File: src/design/fatlb_pkg.sv
`timescale 1ns / 1ps

package fatlb_pkg;

  localparam int unsigned ADDR_W   = 32;
  localparam int unsigned PAGE_LSB = 12;
  localparam int unsigned TAG_W    = ADDR_W - PAGE_LSB;
  localparam int unsigned LFSR_W   = 16;

  localparam logic [ADDR_W-1:0] PAGE_MASK = 32'hffff_f000;
  localparam logic [LFSR_W-1:0] LFSR_SEED = 16'hACE1;

  typedef logic [1:0] op_t;

  localparam op_t OP_LOOKUP = 2'd0;
  localparam op_t OP_FILL   = 2'd1;
  localparam op_t OP_FLUSH  = 2'd2;

  // Controller to datapath commands
  typedef struct packed {
    logic capture;      // latch the accepted request
    logic compare;      // register match vector, free vector and full flag
    logic encode;       // register hit, match index and free index
    logic lfsr_adv;     // advance the victim LFSR and start the remainder unit
    logic mod_step;     // one step of the remainder unit
    logic write_entry;  // write tag, frame and valid of the chosen slot
    logic flush;        // clear all valid bits
    logic read_frame;   // read the frame of the matching entry
    logic load_out;     // load the result register
  } dp_cmd_t;

  // Datapath to controller status
  typedef struct packed {
    op_t  op;
    logic full;
    logic mod_last;
  } dp_sts_t;

endpackage

File: src/design/fatlb_req_if.sv
`timescale 1ns / 1ps

interface fatlb_req_if import fatlb_pkg::*; ();
  logic                valid;
  logic                ready;
  op_t                 op;
  logic [ADDR_W-1:0]   addr;
  logic [ADDR_W-1:0]   phys_page;

  modport source (output valid, output op, output addr, output phys_page, input ready);
  modport sink   (input valid, input op, input addr, input phys_page, output ready);
endinterface

File: src/design/fatlb_rsp_if.sv
`timescale 1ns / 1ps

interface fatlb_rsp_if import fatlb_pkg::*; ();
  logic                valid;
  logic                ready;
  logic                hit;
  logic [ADDR_W-1:0]   result_addr;

  modport source (output valid, output hit, output result_addr, input ready);
  modport sink   (input valid, input hit, input result_addr, output ready);
endinterface

File: src/design/fatlb_dp.sv
`timescale 1ns / 1ps

module fatlb_dp import fatlb_pkg::*; #(
  parameter int unsigned ENTRIES = 64
) (
  input  logic              clk_i,
  input  logic              rst_ni,
  input  op_t               op_i,
  input  logic [ADDR_W-1:0] addr_i,
  input  logic [ADDR_W-1:0] phys_page_i,
  input  dp_cmd_t           cmd_i,
  output dp_sts_t           sts_o,
  output logic              hit_o,
  output logic [ADDR_W-1:0] result_addr_o
);

  localparam int unsigned IdxW       = (ENTRIES > 1) ? $clog2(ENTRIES) : 1;
  localparam int unsigned RecipW     = 18;
  localparam int unsigned RecipShift = LFSR_W + IdxW;
  // ceil(2^RecipShift / ENTRIES): exact quotient for every 16-bit LFSR value
  localparam logic [RecipW-1:0] RecipMul =
    RecipW'(((64'd1 << RecipShift) + 64'(ENTRIES) - 64'd1) / 64'(ENTRIES));
  localparam logic [LFSR_W-1:0] EntriesL = LFSR_W'(ENTRIES);

  // Request registers
  op_t               op_q;
  logic [ADDR_W-1:0] addr_q;
  logic [TAG_W-1:0]  phys_q;

  // Entry state
  logic [ENTRIES-1:0] valid_q;
  logic [TAG_W-1:0]   tag_q [ENTRIES];
  logic [TAG_W-1:0]   frame_mem [ENTRIES];

  // Search state
  logic [ENTRIES-1:0] match_q;
  logic [ENTRIES-1:0] free_q;
  logic               full_q;
  logic               hit_q;
  logic [IdxW-1:0]    match_idx_q;
  logic [IdxW-1:0]    free_idx_q;
  logic [TAG_W-1:0]   frame_rd_q;

  // Victim selection
  logic [LFSR_W-1:0]        lfsr_q, lfsr_d;
  logic [IdxW-1:0]          rem_q, rem_d;
  logic [LFSR_W-1:0]        quot_q, quot_d;
  logic                     step_q;
  logic [LFSR_W+RecipW-1:0] quot_prod, quot_sh;
  logic [LFSR_W-1:0]        quot_mul, rem_full;

  // Result register
  logic              out_hit_q;
  logic [ADDR_W-1:0] out_addr_q;

  logic [TAG_W-1:0]   req_tag;
  logic [ENTRIES-1:0] match_vec;
  logic [IdxW-1:0]    match_idx, free_idx;
  logic [IdxW-1:0]    slot;

  assign req_tag = addr_q[ADDR_W-1:PAGE_LSB];

  // Compare the request tag against every valid entry
  always_comb begin
    for (int i = 0; i < ENTRIES; i++) begin
      match_vec[i] = valid_q[i] && (tag_q[i] == req_tag);
    end
  end

  // Pick the lowest set bit of the registered vectors
  always_comb begin
    match_idx = '0;
    free_idx  = '0;
    for (int i = ENTRIES - 1; i >= 0; i--) begin
      if (match_q[i]) begin
        match_idx = IdxW'(i);
      end
      if (free_q[i]) begin
        free_idx = IdxW'(i);
      end
    end
  end

  // Fibonacci LFSR, taps 16 14 13 11, shifting right
  assign lfsr_d = {lfsr_q[0] ^ lfsr_q[2] ^ lfsr_q[3] ^ lfsr_q[5], lfsr_q[LFSR_W-1:1]};

  // Remainder by reciprocal multiplication: quotient first, then subtract
  assign quot_prod = {{RecipW{1'b0}}, lfsr_q} * {{LFSR_W{1'b0}}, RecipMul};
  assign quot_sh   = quot_prod >> RecipShift;
  assign quot_d    = quot_sh[LFSR_W-1:0];
  assign quot_mul  = quot_q * EntriesL;
  assign rem_full  = lfsr_q - quot_mul;
  assign rem_d     = rem_full[IdxW-1:0];

  assign slot = full_q ? rem_q : free_idx_q;

  // Capture request fields
  always_ff @(posedge clk_i) begin
    if (cmd_i.capture) begin
      op_q   <= op_i;
      addr_q <= addr_i;
      phys_q <= phys_page_i[ADDR_W-1:PAGE_LSB];
    end
  end

  // Valid bits: cleared by reset and flush, set by fill
  always_ff @(posedge clk_i or negedge rst_ni) begin
    if (!rst_ni) begin
      valid_q <= '0;
    end else if (cmd_i.flush) begin
      valid_q <= '0;
    end else if (cmd_i.write_entry) begin
      valid_q[slot] <= 1'b1;
    end
  end

  // Tag store, compared in parallel
  always_ff @(posedge clk_i) begin
    if (cmd_i.write_entry) begin
      tag_q[slot] <= req_tag;
    end
  end

  // Frame memory: one write port, one registered read port
  always_ff @(posedge clk_i) begin
    if (cmd_i.write_entry) begin
      frame_mem[slot] <= phys_q;
    end
    if (cmd_i.read_frame) begin
      frame_rd_q <= frame_mem[match_idx_q];
    end
  end

  // Search pipeline registers
  always_ff @(posedge clk_i) begin
    if (cmd_i.compare) begin
      match_q <= match_vec;
      free_q  <= ~valid_q;
      full_q  <= &valid_q;
    end
    if (cmd_i.encode) begin
      hit_q       <= |match_q;
      match_idx_q <= match_idx;
      free_idx_q  <= free_idx;
    end
  end

  // Victim LFSR and two-step remainder unit
  always_ff @(posedge clk_i or negedge rst_ni) begin
    if (!rst_ni) begin
      lfsr_q <= LFSR_SEED;
      rem_q  <= '0;
      quot_q <= '0;
      step_q <= 1'b0;
    end else if (cmd_i.lfsr_adv) begin
      lfsr_q <= lfsr_d;
      step_q <= 1'b0;
    end else if (cmd_i.mod_step) begin
      if (!step_q) begin
        quot_q <= quot_d;
        step_q <= 1'b1;
      end else begin
        rem_q  <= rem_d;
        step_q <= 1'b0;
      end
    end
  end

  // Result register
  always_ff @(posedge clk_i) begin
    if (cmd_i.load_out) begin
      out_hit_q <= (op_q == OP_LOOKUP) && hit_q;
      if (op_q != OP_LOOKUP) begin
        out_addr_q <= '0;
      end else if (hit_q) begin
        out_addr_q <= {frame_rd_q, {PAGE_LSB{1'b0}}} & PAGE_MASK;
      end else begin
        out_addr_q <= addr_q;
      end
    end
  end

  assign sts_o.op       = op_q;
  assign sts_o.full     = full_q;
  assign sts_o.mod_last = step_q;

  assign hit_o         = out_hit_q;
  assign result_addr_o = out_addr_q;

endmodule

File: src/design/fatlb_ctrl.sv
`timescale 1ns / 1ps

module fatlb_ctrl import fatlb_pkg::*; (
  input  logic    clk_i,
  input  logic    rst_ni,
  input  logic    req_valid_i,
  output logic    req_ready_o,
  output logic    rsp_valid_o,
  input  logic    rsp_ready_i,
  input  dp_sts_t sts_i,
  output dp_cmd_t cmd_o
);

  typedef enum logic [2:0] {
    S_IDLE,
    S_CMP,
    S_ENC,
    S_MOD,
    S_WR,
    S_RD,
    S_RESP
  } state_e;

  state_e state_q, state_d;
  logic   rsp_valid_q, rsp_valid_d;
  logic   out_free;

  // The result register may be reloaded once its transfer is done
  assign out_free = !rsp_valid_q || rsp_ready_i;

  always_comb begin
    state_d     = state_q;
    rsp_valid_d = rsp_valid_q;
    cmd_o       = '0;

    // Drop the result once it has been taken
    if (rsp_valid_q && rsp_ready_i) begin
      rsp_valid_d = 1'b0;
    end

    case (state_q)
      S_IDLE: begin
        if (req_valid_i) begin
          cmd_o.capture = 1'b1;
          state_d       = S_CMP;
        end
      end
      S_CMP: begin
        cmd_o.compare = 1'b1;
        state_d       = S_ENC;
      end
      S_ENC: begin
        cmd_o.encode = 1'b1;
        case (sts_i.op)
          OP_LOOKUP: state_d = S_RD;
          OP_FILL: begin
            if (sts_i.full) begin
              cmd_o.lfsr_adv = 1'b1;
              state_d        = S_MOD;
            end else begin
              state_d = S_WR;
            end
          end
          OP_FLUSH: begin
            cmd_o.flush = 1'b1;
            state_d     = S_RESP;
          end
          default: state_d = S_RESP;
        endcase
      end
      S_MOD: begin
        cmd_o.mod_step = 1'b1;
        if (sts_i.mod_last) begin
          state_d = S_WR;
        end
      end
      S_WR: begin
        cmd_o.write_entry = 1'b1;
        state_d           = S_RESP;
      end
      S_RD: begin
        cmd_o.read_frame = 1'b1;
        state_d          = S_RESP;
      end
      S_RESP: begin
        // Hold until the result register is free
        if (out_free) begin
          cmd_o.load_out = 1'b1;
          rsp_valid_d    = 1'b1;
          state_d        = S_IDLE;
        end
      end
      default: state_d = S_IDLE;
    endcase
  end

  always_ff @(posedge clk_i or negedge rst_ni) begin
    if (!rst_ni) begin
      state_q     <= S_IDLE;
      rsp_valid_q <= 1'b0;
    end else begin
      state_q     <= state_d;
      rsp_valid_q <= rsp_valid_d;
    end
  end

  assign req_ready_o = (state_q == S_IDLE);
  assign rsp_valid_o = rsp_valid_q;

endmodule

File: src/design/fully_assoc_tlb_random_replace_unit.sv
`timescale 1ns / 1ps
// Each request is compared and encoded; then a lookup reads the frame, a fill with a free
// entry writes that entry, and a flush or unused op goes straight on to the result load.
// A fill into a full buffer takes a quotient step and a remainder step before its write;
// the victim index is a reciprocal-multiply remainder of the advanced LFSR.
// The result register lets the next request in while the last result waits.
// Reset clears all valid bits and seeds the LFSR with 0xACE1; no clearing pass.

module fully_assoc_tlb_random_replace_unit import fatlb_pkg::*; #(
  parameter int unsigned ENTRIES = 64
) (
  input  logic        clk_i,
  input  logic        rst_ni,
  fatlb_req_if.sink   req,
  fatlb_rsp_if.source rsp
);

  dp_cmd_t cmd;
  dp_sts_t sts;

  fatlb_ctrl u_ctrl (
    .clk_i       (clk_i),
    .rst_ni      (rst_ni),
    .req_valid_i (req.valid),
    .req_ready_o (req.ready),
    .rsp_valid_o (rsp.valid),
    .rsp_ready_i (rsp.ready),
    .sts_i       (sts),
    .cmd_o       (cmd)
  );

  fatlb_dp #(
    .ENTRIES (ENTRIES)
  ) u_dp (
    .clk_i         (clk_i),
    .rst_ni        (rst_ni),
    .op_i          (req.op),
    .addr_i        (req.addr),
    .phys_page_i   (req.phys_page),
    .cmd_i         (cmd),
    .sts_o         (sts),
    .hit_o         (rsp.hit),
    .result_addr_o (rsp.result_addr)
  );

endmodule

File: src/flat_wrapper.sv
// flat-port wrapper written by rule: the top's interface ports become plain ports
module fully_assoc_tlb_random_replace_unit_flat import fatlb_pkg::*;
#(
  parameter int unsigned ENTRIES = 64
)
  (clk_i, rst_ni, req_valid, req_op, req_addr, req_phys_page, req_ready, rsp_valid, rsp_hit, rsp_result_addr, rsp_ready);
  fatlb_req_if req_i ();
  fatlb_rsp_if rsp_i ();
  input  logic clk_i;
  input  logic rst_ni;
  input wire logic [$bits(req_i.valid)-1:0] req_valid;
  input wire logic [$bits(req_i.op)-1:0] req_op;
  input wire logic [$bits(req_i.addr)-1:0] req_addr;
  input wire logic [$bits(req_i.phys_page)-1:0] req_phys_page;
  output wire logic [$bits(req_i.ready)-1:0] req_ready;
  output wire logic [$bits(rsp_i.valid)-1:0] rsp_valid;
  output wire logic [$bits(rsp_i.hit)-1:0] rsp_hit;
  output wire logic [$bits(rsp_i.result_addr)-1:0] rsp_result_addr;
  input wire logic [$bits(rsp_i.ready)-1:0] rsp_ready;
  assign req_i.valid = req_valid;
  assign req_i.op = req_op;
  assign req_i.addr = req_addr;
  assign req_i.phys_page = req_phys_page;
  assign req_ready = req_i.ready;
  assign rsp_valid = rsp_i.valid;
  assign rsp_hit = rsp_i.hit;
  assign rsp_result_addr = rsp_i.result_addr;
  assign rsp_i.ready = rsp_ready;
  fully_assoc_tlb_random_replace_unit #(.ENTRIES(ENTRIES)) u_core (.clk_i(clk_i), .rst_ni(rst_ni), .req(req_i), .rsp(rsp_i));
endmodule
File: config.mk
export PLATFORM = sky130hd
export DESIGN_NAME = fully_assoc_tlb_random_replace_unit_flat
export DESIGN_NICKNAME = d
export VERILOG_FILES = /design/src/design/fatlb_pkg.sv /design/src/design/fatlb_req_if.sv /design/src/design/fatlb_rsp_if.sv /design/src/design/fatlb_dp.sv /design/src/design/fatlb_ctrl.sv /design/src/design/fully_assoc_tlb_random_replace_unit.sv /design/src/flat_wrapper.sv
export SDC_FILE = /design/constraint.sdc
export NUM_CORES = 2
export LEC_CHECK = 0
export BUFFER_PORTS_ARGS = -buffer_cell sky130_fd_sc_hd__buf_4
export CAP_MARGIN = 20
export CELL_PAD_IN_SITES_DETAIL_PLACEMENT = 2
export CELL_PAD_IN_SITES_GLOBAL_PLACEMENT = 2
export CORE_MARGIN = 2
export CORE_UTILIZATION = 53
export CTS_CLUSTER_SIZE = 28
export DETAILED_ROUTE_END_ITERATION = 8
export PLACE_DENSITY_LB_ADDON = 0.1
export REMOVE_ABC_BUFFERS = 1
export SYNTH_ARGS = -nofsm -noshare
export SYNTH_HDL_FRONTEND = slang
export SYNTH_SLANG_ARGS = --single-unit
File: constraint.sdc
create_clock -name clk_i -period 14.7 [get_ports clk_i]
set_input_delay 2.94 -clock clk_i [delete_from_list [all_inputs] [get_ports clk_i]]
set_output_delay 2.94 -clock clk_i [all_outputs]
set_load 0.03 [all_outputs]
==> results of run 1 <==
==> cells by family after synthesis <==
kind of cell | Yosys count | synth area share, %
multiplexers | 346 | 6.551
AND/OR/NAND/NOR | 803 | 3.848
flip-flops | 2900 | 75.73
XOR/XNOR | 1283 | 9.823
buffers and inverters | 371 | 1.405
AO/OA/AOI/OAI | 395 | 2.638
==> per-stage QoR <==
| step | hold slack (ps) | cell area [µm²] | cells | setup WS, ps |
|---|---|---|---|---|
| after floorplan | 455.5 | 113200 | 5824 | 857.7 |
| after global placement | 469.3 | 119500 | 8941 | 9731 |
==> impl_summary.log, run 1 <==
INFO  metric chipWidth = 468.6 µm
INFO  metric yosys_register_bits = around 2.9k
INFO  metric routabilityCongestion = 0.8139
INFO  metric yosys.cell_count.top_type = sky130_fd_sc_hd__edfxtp_1
INFO  metric haltStage = detailed placement (3_5_place_dp)
INFO  metric synth_warnings = 0
INFO  metric placementRows = 170
INFO  metric synth.avg_cell_area = about 19 µm²
INFO  metric place.detailed.hpwl = between 200000 and 250000 µm
INFO  metric first-error = [ERROR DPL-0033] detailed placement checks failed during check placement.
INFO  metric synth_cell_type_count = between 60 and 70
INFO  metric async_flop_share = under 10%
INFO  metric die_height = approximately 470 µm
INFO  metric post-synth-top-area-cell = sky130_fd_sc_hd__edfxtp_1
INFO  metric netlist_area = 114400 µm²
INFO  metric outcome = stopped before the end
INFO  metric synth.yosys.seq_area_share = roughly three quarters
INFO  metric postSynthCellCount = 6098
INFO  metric yosys-top-cells-count = sky130_fd_sc_hd__edfxtp_1 (2809), sky130_fd_sc_hd__xor2_1 (1024), sky130_fd_sc_hd__mux4_2 (320)
INFO  metric floorplan.io_pins = roughly 110
INFO  metric synth_top_area_share = between 70% and 80%
INFO  metric postSynth.topFlopCell = sky130_fd_sc_hd__edfxtp_1
INFO  metric initial_core_util = 53.30%
INFO  metric port_buffers = 92
INFO  metric synthTopCellsByArea = sky130_fd_sc_hd__edfxtp_1 (74%), sky130_fd_sc_hd__xor2_1 (7.8%), sky130_fd_sc_hd__mux4_2 (6.3%)
INFO  metric number_of_synthesized_flops_with_an_enable_pin = roughly 2.8k
==> inputs of run 2 (changes only) <==
--- a/config.mk
+++ b/config.mk
@@ -7,13 +7,10 @@
 export LEC_CHECK = 0
 export BUFFER_PORTS_ARGS = -buffer_cell sky130_fd_sc_hd__buf_4
 export CAP_MARGIN = 20
-export CELL_PAD_IN_SITES_DETAIL_PLACEMENT = 2
-export CELL_PAD_IN_SITES_GLOBAL_PLACEMENT = 2
 export CORE_MARGIN = 2
-export CORE_UTILIZATION = 53
-export CTS_CLUSTER_SIZE = 28
+export CORE_UTILIZATION = 40
 export DETAILED_ROUTE_END_ITERATION = 8
-export PLACE_DENSITY_LB_ADDON = 0.1
+export PLACE_DENSITY_LB_ADDON = 0.15
 export REMOVE_ABC_BUFFERS = 1
 export SYNTH_ARGS = -nofsm -noshare
 export SYNTH_HDL_FRONTEND = slang
==> run 2 against run 1 <==
  * The run now ends clean
  * Area after synthesis stayed put
  * Synthesized cell count is the same
==> impl_summary.log, run 2 <==
INFO  metric xor_xnor_portion_of_the_synthesized_cell_area = roughly 9.8%
INFO  metric clock.fmax = between 0.15 and 0.2 GHz
INFO  metric total_wirelength = between 200000 and 300000 µm
INFO  metric netlist_area = around 110000 µm²
INFO  metric worst_hold_path_type = flip-flop to flip-flop
INFO  metric grt_pass1_wl = 411600 µm
INFO  metric holdPathEnd = u_core.u_dp.lfsr_q[15]$_DFFE_PN1P_
INFO  metric timing.critical_path.cells = nor3_1, buf_4
INFO  metric path_class = flip-flop to primary output
INFO  metric route.detailed.vias_per_inst = 5.402
INFO  metric reg2regPathDepth = 7
INFO  metric chipWidth = approximately 540 µm
INFO  metric grt.overflow.total = 0
INFO  metric combinational_family_with_the_most_area_after_synthesis = XOR/XNOR gates
INFO  metric most-common-layout-cells = sky130_fd_sc_hd__edfxtp_1 (2809), sky130_fd_sc_hd__xor2_1 (1024), sky130_fd_sc_hd__mux4_2 (320), sky130_fd_sc_hd__clkbuf_16 (320), sky130_fd_sc_hd__nor4_1 (292)
INFO  metric worst_path_largest_cell_delay = about 540 ps
INFO  metric synth-compound-area-share = around 2.6%
INFO  metric post-synth-top-area-cell = sky130_fd_sc_hd__edfxtp_1
INFO  metric critical_path.n_buffers_inverters = 1
INFO  metric worst_vdd_drop = about 0.11 mV
INFO  metric design.die.area = between 200000 and 300000 µm²
INFO  metric dr_total_vias = about 56k
INFO  metric cts_tree = done
INFO  metric skew = around 68 ps
INFO  metric outcome = finished, final reports clean
INFO  metric yosys_register_bits = between 2k and 3k
INFO  metric fillers = 24.18k
INFO  metric postSynthCellCount = ~6.1k
INFO  metric number_of_synthesized_flops_with_an_enable_pin = 2809
INFO  metric num-nets-final = approximately 6.5k
INFO  metric fin_crit_period = a little over 5000 ps
INFO  metric mostFrequentLayoutCell = sky130_fd_sc_hd__edfxtp_1
INFO  metric grt.total_usage = approximately a fifth
INFO  metric number_of_max_capacitance_violations_reported = 0
INFO  metric design_power_total = between 0.02 and 0.025 W
INFO  metric ctsHtreeMaxLevel = 5
INFO  metric setup_tns = 0 ps
INFO  metric r2r-start = u_core.u_dp.match_idx_q[0]$_SDFFCE_PP0P_
INFO  metric die_height = between 500 and 600 µm
INFO  metric relSlewSlack = between 20% and 30%
INFO  metric yosys.cell_count.top_type = sky130_fd_sc_hd__edfxtp_1
INFO  metric slew_violations = 0
INFO  metric cts.sink_count = a little under 3k
INFO  metric maximum_number_of_pins_on_one_net_before_global_route_repair = between 100 and 150
INFO  metric hold_viol = 0
INFO  metric rr_endpoint = u_core.u_dp.frame_rd_q[0]$_DFFE_PN_
INFO  metric clk_pin_slew = roughly 60 ps
INFO  metric floorplan.io_pins = around 110
INFO  metric drive_gt1_share = 16.79%
INFO  metric top_delay_family_on_crit_path = flip-flops
INFO  metric area_growth_syn_to_layout = 13.97%
INFO  metric synth.mux.area_fraction = between 6 and 7%
INFO  metric reg2reg_setup_slack = just under 10000 ps
INFO  metric postCtsHoldBufs = 0
INFO  metric place.detailed.hpwl = 158200 µm
INFO  metric synth_cell_type_count = a little over 60
INFO  metric async_flop_share = 3.138%
INFO  metric routabilityCongestion = between 0.7 and 0.8
INFO  metric drt_drc_violations_left = 0
INFO  metric critical_path_arrival = ~2100 ps
INFO  metric setup_viol_count_final = 0
INFO  metric initial_core_util = 40.18%
INFO  metric worstSetupEndpointType = primary output
INFO  metric synth.yosys.seq_area_share = approximately three quarters
INFO  metric postSynth.topFlopCell = sky130_fd_sc_hd__edfxtp_1
INFO  metric grt_antenna_before_repair = 8
INFO  metric largest_registers = u_core.u_dp.frame_mem x1280, u_core.u_dp.tag_q x1280
INFO  metric root_buffer = sky130_fd_sc_hd__clkbuf_16
INFO  metric grt_pass1_vias = 56.69k
INFO  metric worst_slew_pin_slew = roughly 1100 ps
INFO  metric synth_warnings = 0
INFO  metric critical_path_peak_fanout = 15
INFO  metric synth_top_area_share = between 70% and 80%
INFO  metric placementRows = a little under 200
INFO  metric yosys.area_share.simple = 3.848%
INFO  metric static-leakage-power = 41.48 nW
INFO  metric ctsLongestPathBuffers = 4
INFO  metric detail_route.first_pass.iterations = 7
INFO  metric coreArea = 284700 µm²
INFO  metric postCtsSetupBuffers = 0
INFO  metric critical_path_required = 11760 ps
INFO  metric drt_first_iter_violations = about 4.9k
INFO  metric cts_repair_resize_count = 0
INFO  metric fin_crit_sh = between 30% and 40%
INFO  metric wl_per_cell = around 28 µm
INFO  metric synthAdderAreaFrac = 0%
INFO  metric launching_element_type_of_the_critical_path = flip-flop
INFO  metric yosys-top-cells-count = sky130_fd_sc_hd__edfxtp_1 (2809), sky130_fd_sc_hd__xor2_1 (1024), sky130_fd_sc_hd__mux4_2 (320)
INFO  metric synth.avg_cell_area = ~19 µm²
INFO  metric power_density = 156.9 nW/µm²
INFO  metric holdPathStages = 2
INFO  metric synthTopCellsByArea = sky130_fd_sc_hd__edfxtp_1 (74%), sky130_fd_sc_hd__xor2_1 (7.8%), sky130_fd_sc_hd__mux4_2 (6.3%)
INFO  metric postRouteAntennaNets = 0
INFO  metric rsz0062_at_grt = false
INFO  metric clk_latency = 880 ps
INFO  metric crit_slowest_cell = sky130_fd_sc_hd__dfrtp_1
INFO  metric hp-start = u_core.u_dp.lfsr_q[15]$_DFFE_PN1P_
INFO  metric cts_buffers = 311
INFO  metric port_buffers = between 90 and 100
## run 2: how the worst max path moves through the flow
| stage | from | to | slack, ps | cells after the start |
|---|---|---|---|---|
| floorplan | u_core.u_dp.match_idx_q[0]$_SDFFCE_PP0P_ | u_core.u_dp.frame_rd_q[0]$_DFFE_PN_ | 860 | 4 |
| detailed placement | u_core.u_dp.match_idx_q[0]$_SDFFCE_PP0P_ | u_core.u_dp.frame_rd_q[0]$_DFFE_PN_ | 9830 | 7 |
| global route | u_core.u_ctrl.state_q[0]$_DFFE_PN0P_ | req_ready | 9520 | 2 |
| global placement | u_core.u_dp.match_idx_q[0]$_SDFFCE_PP0P_ | u_core.u_dp.frame_rd_q[7]$_DFFE_PN_ | 9820 | 7 |
| finish | u_core.u_ctrl.state_q[0]$_DFFE_PN0P_ | req_ready | 9640 | 2 |
| CTS | u_core.u_ctrl.state_q[0]$_DFFE_PN0P_ | req_ready | 9590 | 2 |
## run 2: layer usage
metal | track usage [%] | wire length (µm)
met1 | 27.19 | 127300
met2 | 32.40 | 140700
met3 | 2.536 | 12840
met4 | 4.780 | 6713
met5 | 0 | 0
## run 2: where the power goes
part           switching, W  total (W)  internal (W)  leakage, nW
Combinational       0.00208    0.00318       0.00110         10.4
Clock               0.00315    0.00753       0.00438         4.73
Sequential         0.000159    0.00974       0.00958         26.4
## run 2: cells by family (layout without fill, tap and decap cells)
| logic type | count (synthesis) | after routing |
|---|---|---|
| buf+inv | 371 | 927 |
| mux | 346 | 346 |
| flops | 2900 | 2900 |
| xor+xnor | 1283 | 1283 |
| compound gates | 395 | 395 |
| simple gates | 803 | 803 |
| other cells | 0 | 2 |
## run 2: final cells by class
class                      count  area (µm²)  area share (%)
antenna                        2       5.005        0.003839
clock buffer                 423        8494           6.515
clock inverter               127        1187          0.9107
inverter                      97       364.1          0.2793
multi-input combinational   2827       26700           20.48
sequential                  2900       86640           66.45
tap                         3762        4707           3.610
timing repair buffer         280        2285           1.752
## run 2: per-stage QoR
step           utilization [%]  worst slack [ps]  std cells  cell area, µm²  hold WS (ps)
2_1_floorplan                -             857.7       5824          113200         455.5
3_3_place_gp             42.38              9825       9864          120700         470.2
3_5_place_dp             42.38              9828       9864          120700         471.3
4_1_cts                  45.78              9594      10410          130300         479.9
5_1_grt                  45.79              9520      10420          130400         530.3
6_report                 45.79              9641      10420          130400         478.3
## run 2: tightest hold or removal path, stage by stage (launching register included)
cell and delay (ps):
sky130_fd_sc_hd__dfstp_2 370, sky130_fd_sc_hd__nand2_1 40, sky130_fd_sc_hd__o21ai_0 60
No activity file was read; power rests on OpenSTA's default activity.
